### config.mk
export PLATFORM = sky130hd
export DESIGN_NAME = smm_cell
export DESIGN_NICKNAME = d
export VERILOG_FILES = /design/src/sv/smm_pkg.sv /design/src/sv/smm_cell.sv
export SDC_FILE = /design/constraint.sdc
export NUM_CORES = 1
export LEC_CHECK = 0
export BUFFER_PORTS_ARGS = -buffer_cell sky130_fd_sc_hd__buf_2
export CAP_MARGIN = 15
export CORE_UTILIZATION = 45
export CTS_CLUSTER_SIZE = 10
export DETAILED_ROUTE_END_ITERATION = 16
export HOLD_SLACK_MARGIN = 0.06
export PLACE_DENSITY = 0.77
export SLEW_MARGIN = 0
export SYNTH_ARGS = -nofsm -noshare
export SYNTH_HDL_FRONTEND = slang
export SYNTH_SLANG_ARGS = --single-unit
export TNS_END_PERCENT = 5
### constraint.sdc
create_clock -name clk_i -period 2.5 [get_ports clk_i]
set_input_delay 0.25 -clock clk_i [delete_from_list [all_inputs] [get_ports clk_i]]
set_output_delay 0.25 -clock clk_i [all_outputs]
set_load 0.02 [all_outputs]
### src/sv/smm_pkg.sv
// ----------------------------------------------------------------------------
// smm_pkg
// Shared types and codes for the row-wise sparse matrix multiplier.
// ----------------------------------------------------------------------------
package smm_pkg;

  localparam int unsigned IDX_W = 6;
  localparam int unsigned VAL_W = 32;
  localparam int unsigned ACT_W = 2;

  localparam logic [ACT_W-1:0] ACT_LOAD_B  = 2'd0;
  localparam logic [ACT_W-1:0] ACT_STREAM  = 2'd1;
  localparam logic [ACT_W-1:0] ACT_CLEAR_B = 2'd2;

  // One partial product travelling down the chain of accumulator cells.
  typedef struct packed {
    logic             vld;
    logic [IDX_W-1:0] col;
    logic [VAL_W-1:0] val;
  } tok_t;

endpackage

### src/sv/smm_cell.sv
// ----------------------------------------------------------------------------
// smm_cell
// One accumulator column. Passes the product token on to its neighbor every
// cycle and adds it in when the token's column matches. Shifts toward the
// chain head during row emission.
// ----------------------------------------------------------------------------
module smm_cell
  import smm_pkg::*;
#(
  parameter int unsigned COL = 0
) (
  input  logic             clk_i,
  input  logic             rst_ni,
  input  tok_t             tok_i,
  output tok_t             tok_o,
  input  logic             shift_i,
  input  logic [VAL_W-1:0] acc_i,
  output logic [VAL_W-1:0] acc_o
);

  logic [VAL_W-1:0] acc_q, acc_d;
  logic             tok_vld_q;
  logic [IDX_W-1:0] tok_col_q;
  logic [VAL_W-1:0] tok_val_q;

  always_comb begin
    acc_d = acc_q;
    if (shift_i) begin
      acc_d = acc_i;
    end else if (tok_i.vld && (tok_i.col == IDX_W'(COL))) begin
      acc_d = acc_q + tok_i.val;
    end
  end

  always_ff @(posedge clk_i or negedge rst_ni) begin
    if (!rst_ni) begin
      acc_q     <= '0;
      tok_vld_q <= 1'b0;
    end else begin
      acc_q     <= acc_d;
      tok_vld_q <= tok_i.vld;
    end
  end

  always_ff @(posedge clk_i) begin
    tok_col_q <= tok_i.col;
    tok_val_q <= tok_i.val;
  end

  assign tok_o = '{vld: tok_vld_q, col: tok_col_q, val: tok_val_q};
  assign acc_o = acc_q;

endmodule

# Yosys cells after proc, flatten, opt, wreduce, memory -nomap -nowiden
# Index checks and enable logic that the tools add are counted.
# word_totals
out_inout_bits	71
elab_cells	10
inputBits	74
regBits	71
# classes
mux	2
addsub	1
reduce_logical	3
# op_table
operator	n
32-bit two-way mux	2
32-bit adder	1
6-bit logical NOT	1
2-bit nonzero test	1
1-bit logical AND	1

# Longest topological paths before layout
# Gate-level depths: netlist of the first run.
# logic_depth
depth_word	4
mapped_depth	10
mapped_depth_nobuf	10

# Worst setup path before layout of the first run
# OpenSTA, ideal clock, no wires.
# synth_timing
path_type	register to register
from	register acc_q[0] (netlist: acc_o[0])
to	register acc_q[18] (netlist: acc_o[18])
stages_incl_launch_ff	11
t_arrival_ps	2645
t_required_ps	2376
setup_time_ps	124
path_slack_ps	-269
cell_sequence	dfrtp_1 -> ha_1 -> fa_1 -> a21o_1 -> a221o_1 -> a2111oi_2 -> o31a_1 -> o21bai_1 -> a21oi_2 -> nor4_1 -> a211o_1
# synth_between
elab_chain_cells	3
# synth_lines
item	line_no	rtl
from (decl)	smm_cell.sv:21	logic [VAL_W-1:0] acc_q, acc_d;
from (signal assigned)	smm_cell.sv:37	acc_q <= '0;
from (signal assigned)	smm_cell.sv:40	acc_q <= acc_d;
32-bit adder	smm_cell.sv:31	acc_d = acc_q + tok_i.val;
32-bit two-way mux	smm_cell.sv:30	end else if (tok_i.vld && (tok_i.col == IDX_W'(COL))) begin
32-bit two-way mux	smm_cell.sv:28	if (shift_i) begin
# No other way between the ends. The select of a mux whose other input is x is not followed.
# A chain may end at the register's enable or synchronous reset.

# Final worst setup path of the first run
# Same ends and word-level chain as after synthesis.

==> metrics.md, run 1 <==
| Metric | Value |
|---|---|
| Fmax | 366 MHz |
| Switching power total | ~1200 uW |
| FF-to-FF setup slack | -0.23 ns |
| Failing checks | negative setup slack |
| Flop pwr share | 0.355 |
| CTS max path bufs | 2 |
| Top post-synthesis cells by area | dfrtp_1 21%, dfxtp_1 19%, ha_1 9.7%, a21oi_1 5.9%, o21ai_0 5.0% |
| Top-area cell type share of the netlist area | 0.207 |
| Netlist Area Pre-Place | 0.00399 sq mm |
| Worst Setup SP | acc_o[0] |
| Ant. Diodes | 0 |
| Via count | 4217 |
| Critical Path Source Type | flop |
| Fillcell total | 690 |
| Utilization after layout | 0.697 |
| Placed insts | 714 |
| Fin nets | ~770 |
| CTS root buf | clkbuf_8 |
| Number of synthesized flops with an enable pin | 0 |
| Final hold vios | 0 |
| Final worst slack | -0.231 ns |
| Finished Layout Cells | 769 |
| Num rows | 33 |
| Post-Place Setup Slack | -0.332 ns |
| Top-count cell post-synth | nand2_1 |
| Vias in the first global route | around 4.1k |
| DRT antenna net count | 0 |
| GP Congestion | 0.902 |
| Worst path max stage delay | 0.43 ns |
| Post-synth top flop | dfxtp_1 |
| Initial Utilization | 0.476 |
| Via density per instance | 5.48 |
| Routed WL | 11900 um |
| CTS sink count | just over 70 |
| Drt drc | 0 |
| CP required | around 2.7 ns |
| CTS tree | built |
| Die Y | 96.2 um |
| Yosys top cell by area | dfrtp_1 |
| Worst skew pair latency | approximately 0.35 ns |
| FF+latch count, synth | 71 |
| Worst R2R Start | acc_o[0] |
| I/O pin count | about 150 |
| Clock slew at reported path FFs | 0.08 ns |
| Clock share of power | 0.295 |
| Seq/Total Area, Yosys | 0.398 |
| WP data arrival | 2.97 ns |
| Full die area | 0.00925 sq mm |
| Total GRT Usage | 0.266 |
| Tmin final | 2.73 ns |
| Final setup violation count | 13 |
| Initial antenna violation count | 0 |
| Overflow after GRT | 0 |
| Outcome | finished with violations |
| Hold Path Class | input port to flop |
| Mean Syn Cell Area | 9.09 sq um |
| First-pass GRT wire length | 19000 um |
| Combinational Power Share | 0.350 |
| Maximum number of pins on one net before global-route repair | 56 |
| Type of destination of the critical path | flop |
| Period utilization | 1.09 |
| Critical hold path startpoint | acc_i[21] |
| RSZ-0062 raised after global routing | yes |
| Synth unique cells | 57 |
| Rel. slew slack | 0.409 |
| Max Slew Vio Count | 0 |
| Switching share of power | 0.327 |
| Max-Cap Viols | 0 |
| Power Dens Cells | 614 mW/mm^2 |
| Port Buf Inserts | between 100 and 150 |
| Chip width | 96.2 um |
| Area Overhead vs Synth | 46.5% |
| H-tree depth | 3 |
| R2r worst-path depth | 10 |
| Cells after synthesis | 439 |
| CORE AREA | roughly 0.0084 sq mm |
| FF/Latch Area | about 0.0016 sq mm |
| VDD IR max | 0.346 mV |
| Avg WL per Cell | 15.5 um |
| Yosys warns | 0 |
| Slew @ Worst Pin | approximately 0.89 ns |
| Worst Skew | 0.00745 ns |
| Layout cells sized above 1 | 0.352 |
| Drt first pass iters | 5 |
| Most frequent cells after synthesis | 48 x nand2_1, 47 x a21oi_1, 40 x o21ai_0, 38 x dfxtp_1, 33 x dfrtp_1 |
| P_int | 2420 uW |
| CTS Buf Count | 9 |
| Async S/R FF share, synth | 0.465 |
| Syn nets | 545 |
| Area taken by multi-input logic gates | 0.00244 sq mm |
| Worst r2r dst | acc_o[18] |
| P_leak | 0.00285 uW |
| Crit path to | acc_o[18] |
| Critical path's slowest cell | dfrtp_2 |
| CP Class | flop to flop |
| CP Cell Sequence | ha_4 > fa_2 > a21o_1 > a221o_1 > a2111oi_4 > o31a_1 > o21bai_1 > a21oi_2 > nor4_1 > a211o_1 |
| DP HPWL | 8380 um |
| Crit-path max FO | 3 |
| First DRT Iteration DRCs | 218 |
-- cell type report --
type                            count  area share
Multi-Input combinational cell    343       0.417
Sequential cell                    71       0.272
Timing Repair Buffer              227       0.246
Clock buffer                       13      0.0272
Tap cell                          105      0.0225
Clock inverter                      3      0.0111
Inverter                            7     0.00449
-- through the flow --
| stage | TNS [ns] | instance area, sq um | total power, uW | hold slack (ns) |
|---|---|---|---|---|
| 6_report | -1.45 | 5850 | 3590 | 0.104 |
| 2_1_floorplan | -0.765 | 4020 | 2010 | -0.0456 |
| 4_1_cts | -1.19 | 5790 | 3560 | 0.0992 |
| 3_5_place_dp | -3.04 | 5130 | 2430 | 0.370 |
| 3_3_place_gp | -2.01 | 5130 | 2410 | 0.367 |
| 5_1_grt | -3.44 | 5850 | 3780 | 0.102 |
-- layout by cell type (no fill, tap or decap), types with 8 or more instances in the layout --
cell	count
a21o_1	14
a21oi_1	46
buf_2	144
buf_4	45
clkbuf_8	11
dfrtp_1	32
dfxtp_1	38
dlygate4sd3_1	38
ha_1	26
mux2i_1	10
nand2_1	47
nand3_1	9
nor2_1	22
nor3_1	8
o21ai_0	35
xnor2_1	19
-- worst max-delay path: cells and delay by family, from the launching register on --
kind	cells	cell delay [ns]
adder cells (fa/ha/maj)	2	0.51
flip-flops	1	0.43
AND/OR/NAND/NOR	1	0.05
AO/OA/AOI/OAI	7	1.63
-- routing by layer --
| layer | vias to the layer above | track usage | share of wire |
|---|---|---|---|
| met1 | 1987 | 0.335 | 0.43 |
| met2 | 162 | 0.459 | 0.50 |
| met5 | - | 0 | 0 |
| met3 | 19 | 0.0585 | 0.060 |
| met4 | 0 | 0.0659 | 0.017 |
| li1 | 2049 | - | - |
-- sequential cells by signal (all words and copies together), names as in the netlist --
register	count
tok_vld_q	1
tok_val_q	32
tok_col_q	6
acc_o	32
-- worst min-delay path by stage --
stage          cells after the start  slack (ns)           end
3_5_place_dp                       1        0.37  tok_col_q[0]
2_1_floorplan                      0       -0.05      acc_o[0]
3_3_place_gp                       1        0.37  tok_col_q[1]
5_1_grt                            3        0.10      acc_o[7]
6_report                           3        0.10     acc_o[21]
4_1_cts                            3         0.1      acc_o[2]
-- what timing repair did --
action | in CTS | in global routing
hold buffers | 38 | 0
setup endpoints to repair | 20 | 22
gates resized for setup | 15 | 10
buffers inserted | 1 | 0
pin swaps | 5 | 4
endpoints found under the hold margin | 70 | 0
-- power groups by stage --
stage          registers (uW)  logic [uW]  clock network [uW]
4_1_cts                  1270        1220                1080
2_1_floorplan            1400         619                   0
3_3_place_gp             1290        1120                   0
3_5_place_dp             1300        1130                   0
6_report                 1270        1260                1060
5_1_grt                  1280        1370                1120
-- cells by family (layout without fill, tap and decap cells) --
group | after synthesis | in the layout | share of synthesized area
muxes | 13 | 13 | 0.0336
DFF | 71 | 71 | 0.398
buffers and inverters | 25 | 250 | 0.0257
adders and majority gates | 32 | 32 | 0.102
and+or+nand+nor | 118 | 118 | 0.140
xor gates and xnor gates | 26 | 26 | 0.0571
AOI/OAI and AO/OA | 154 | 154 | 0.243
(Power assumes the default switching activity.)
==> run 2, diff against run 1 <==
Settings changed: CORE_MARGIN set to 5.
==> run 2 against run 1 <==
  * Maximum frequency barely moved
  * Combinational power barely moved
  * Core utilization fell by 2.8 points
  * Clock power fell by 19%
  * Flip-flop and latch count did not move
  * Largest power group unchanged
  * The run still ends with negative setup slack left
  * Routed wire length rose by 1.4%
  * Total power fell by 6.4%
  * First-iteration DRC count fell by 41%
  * Global-route usage fell by 4.1 points
  * Register-to-register slack barely moved
  * Critical path depth did not move
==> metrics.md, run 2 (synthesis results as in run 1) <==
| Metric | Value |
|---|---|
| Fin nets | between 700 and 800 |
| Final hold vios | 0 |
| Period utilization | 1.09 |
| Post-Place Setup Slack | -0.313 ns |
| Chip width | around 100 um |
| Placed Area | 0.00518 sq mm |
| Cell area after layout | 0.00581 sq mm |
| Fmax | 366 MHz |
| Tmin final | 2.73 ns |
| Drt first pass iters | 6 |
| Length of routed met2 wiring | 5900 um |
| CP bufs+invs | 0 |
| GP Congestion | 0.900 |
| I/O pin count | 145 |
| CTS Buf Count | 9 |
| Hold Path Class | input port to flop |
| First DRT Iteration DRCs | 129 |
| Total GRT Usage | 0.225 |
| CORE AREA | 0.00868 sq mm |
| Rel. slew slack | 0.455 |
| Ant. Diodes | 0 |
| Initial Utilization | 0.460 |
| Type of destination of the critical path | flop |
| Leading cell type in the layout, fill and taps excluded | buf_2 |
| Worst Skew | 0.0114 ns |
| Avg WL per Cell | around 16 um |
| CP required | 2.74 ns |
| Critical path's slowest cell | dfrtp_2 |
| CTS sink count | 71 |
| Met3 WL post-DR | 827 um |
| DP HPWL | 8910 um |
| Worst path max stage delay | 0.43 ns |
| Max-Cap Viols | 0 |
| Final setup violation count | 13 |
| Vias in the first global route | about 4.3k |
| VDD IR max | 0.268 mV |
| Setup TNS | -1.59 ns |
| Initial antenna violation count | 0 |
| WP data arrival | just under 3 ns |
| Maximum number of pins on one net before global-route repair | between 40 and 50 |
| Port Buf Inserts | 144 |
| Area Overhead vs Synth | 45.7% |
| Power Dens Cells | 579 mW/mm^2 |
| Overflow after GRT | 0 |
| CTS max path bufs | 2 |
| Max Slew Vio Count | 0 |
| Critical Path Source Type | flop |
| CP delay by family, top | compound AO/OA/AOI/OAI gates |
| Full die area | between 0.01 and 0.015 sq mm |
| Outcome | finished with violations |
| RSZ-0062 raised after global routing | yes |
| Worst skew pair latency | about 0.36 ns |
| Power Total | ~3400 uW |
| Drt drc | 0 |
| CTS root buf | clkbuf_8 |
| Clock slew at reported path FFs | 0.08 ns |
| Final worst slack | -0.231 ns |
| P_leak | 0.00285 uW |
| Slew @ Worst Pin | 0.818 ns |
| Met1 WL | between 5000 and 6000 um |
| Routed WL | 12100 um |
| CTS tree | built |
| Crit-path max FO | 3 |
| Failing checks | negative setup slack |
| Via density per instance | 5.37 |
| Die Y | 104 um |
| Num rows | 34 |
| Most frequent cells in the layout | 144 x buf_2, 47 x nand2_1, 46 x a21oi_1, 46 x buf_4, 39 x dlygate4sd3_1 |
| First-pass GRT wire length | approximately 20000 um |
| H-tree depth | 3 |
| DRT antenna net count | 0 |
| CP Class | flop to flop |
| Layout cells sized above 1 | 0.353 |
| Via count | 4165 |
| Uppermost layer routed | met4 |
| CP Cell Sequence | ha_4 > fa_2 > a21o_1 > a221o_1 > a2111oi_4 > o31a_1 > o21bai_1 > a21oi_2 > nor4_1 > a211o_1 |
[run 2: cell count changes in the layout (fill, tap and decap cells not counted), sizes merged]
cell | previous run | this run
dlygate4sd3 | 38 | 39
clkinv | 1 | 2
buf | 189 | 192
bufinv | 2 | 0
clkbuf | 13 | 11
clkinvlp | 0 | 3
[run 2: path summary, 6_finish.rpt]
check	start	end	slack, ns	depth (start not counted)
max in group asynchronous	rst_ni	acc_o[0]	1.41	2
min in group asynchronous	rst_ni	acc_o[21]	0.52	2
worst min-delay path	acc_i[2]	acc_o[2]	0.1	3
worst max-delay path	acc_o[0]	acc_o[18]	-0.23	10
worst max register to register	acc_o[0]	acc_o[18]	-0.23	10
worst min register to register	acc_o[26]	acc_o[26]	0.57	2
[run 2: report_power, final]
group          switching, uW  total [uW]  internal [uW]
clock                    447         858            410
combinational            659        1230            575
sequential              49.9        1270           1220
[run 2: routing by layer]
layer | vias to the layer above | track usage
met5 | - | 0
met4 | 0 | 0.0722
met3 | 16 | 0.0708
met2 | 139 | 0.373
met1 | 1956 | 0.278
li1 | 2054 | -
[run 2: timing repair]
item,in CTS,in global routing
pin swaps,9,2
endpoints found under the hold margin,71,0
hold buffers,39,0
setup buffers,1,0
setup endpoints to repair,16,21
gates resized for setup,8,11
[run 2: worst reg2reg max path, delay by kind of cell (launching register included)]
| family | cells | cell delay (ns) |
|---|---|---|
| AND/OR/NAND/NOR | 1 | 0.06 |
| adder cells (fa/ha/maj) | 2 | 0.53 |
| AO/OA/AOI/OAI | 7 | 1.60 |
| flip-flops | 1 | 0.43 |
[run 2: layout make-up]
cell class	instances	area, sq um
fillers	731	2870
multi-input cells	343	2380
flip-flops and latches	71	1590
repair buffers	231	1500
clock buffers	11	151
well taps	108	135
clock inverters	5	32.5
inverters	7	26.3
[run 2: metrics by stage]
stage | instances | util | hold WS (ns)
final | 776 | 0.670 | 0.0982
after global routing | 776 | 0.670 | 0.0894
after CTS | 776 | 0.666 | 0.0884
after detailed placement | 720 | 0.597 | 0.369
after global placement | 720 | 0.597 | 0.366
after floorplan | 439 | - | -0.0456
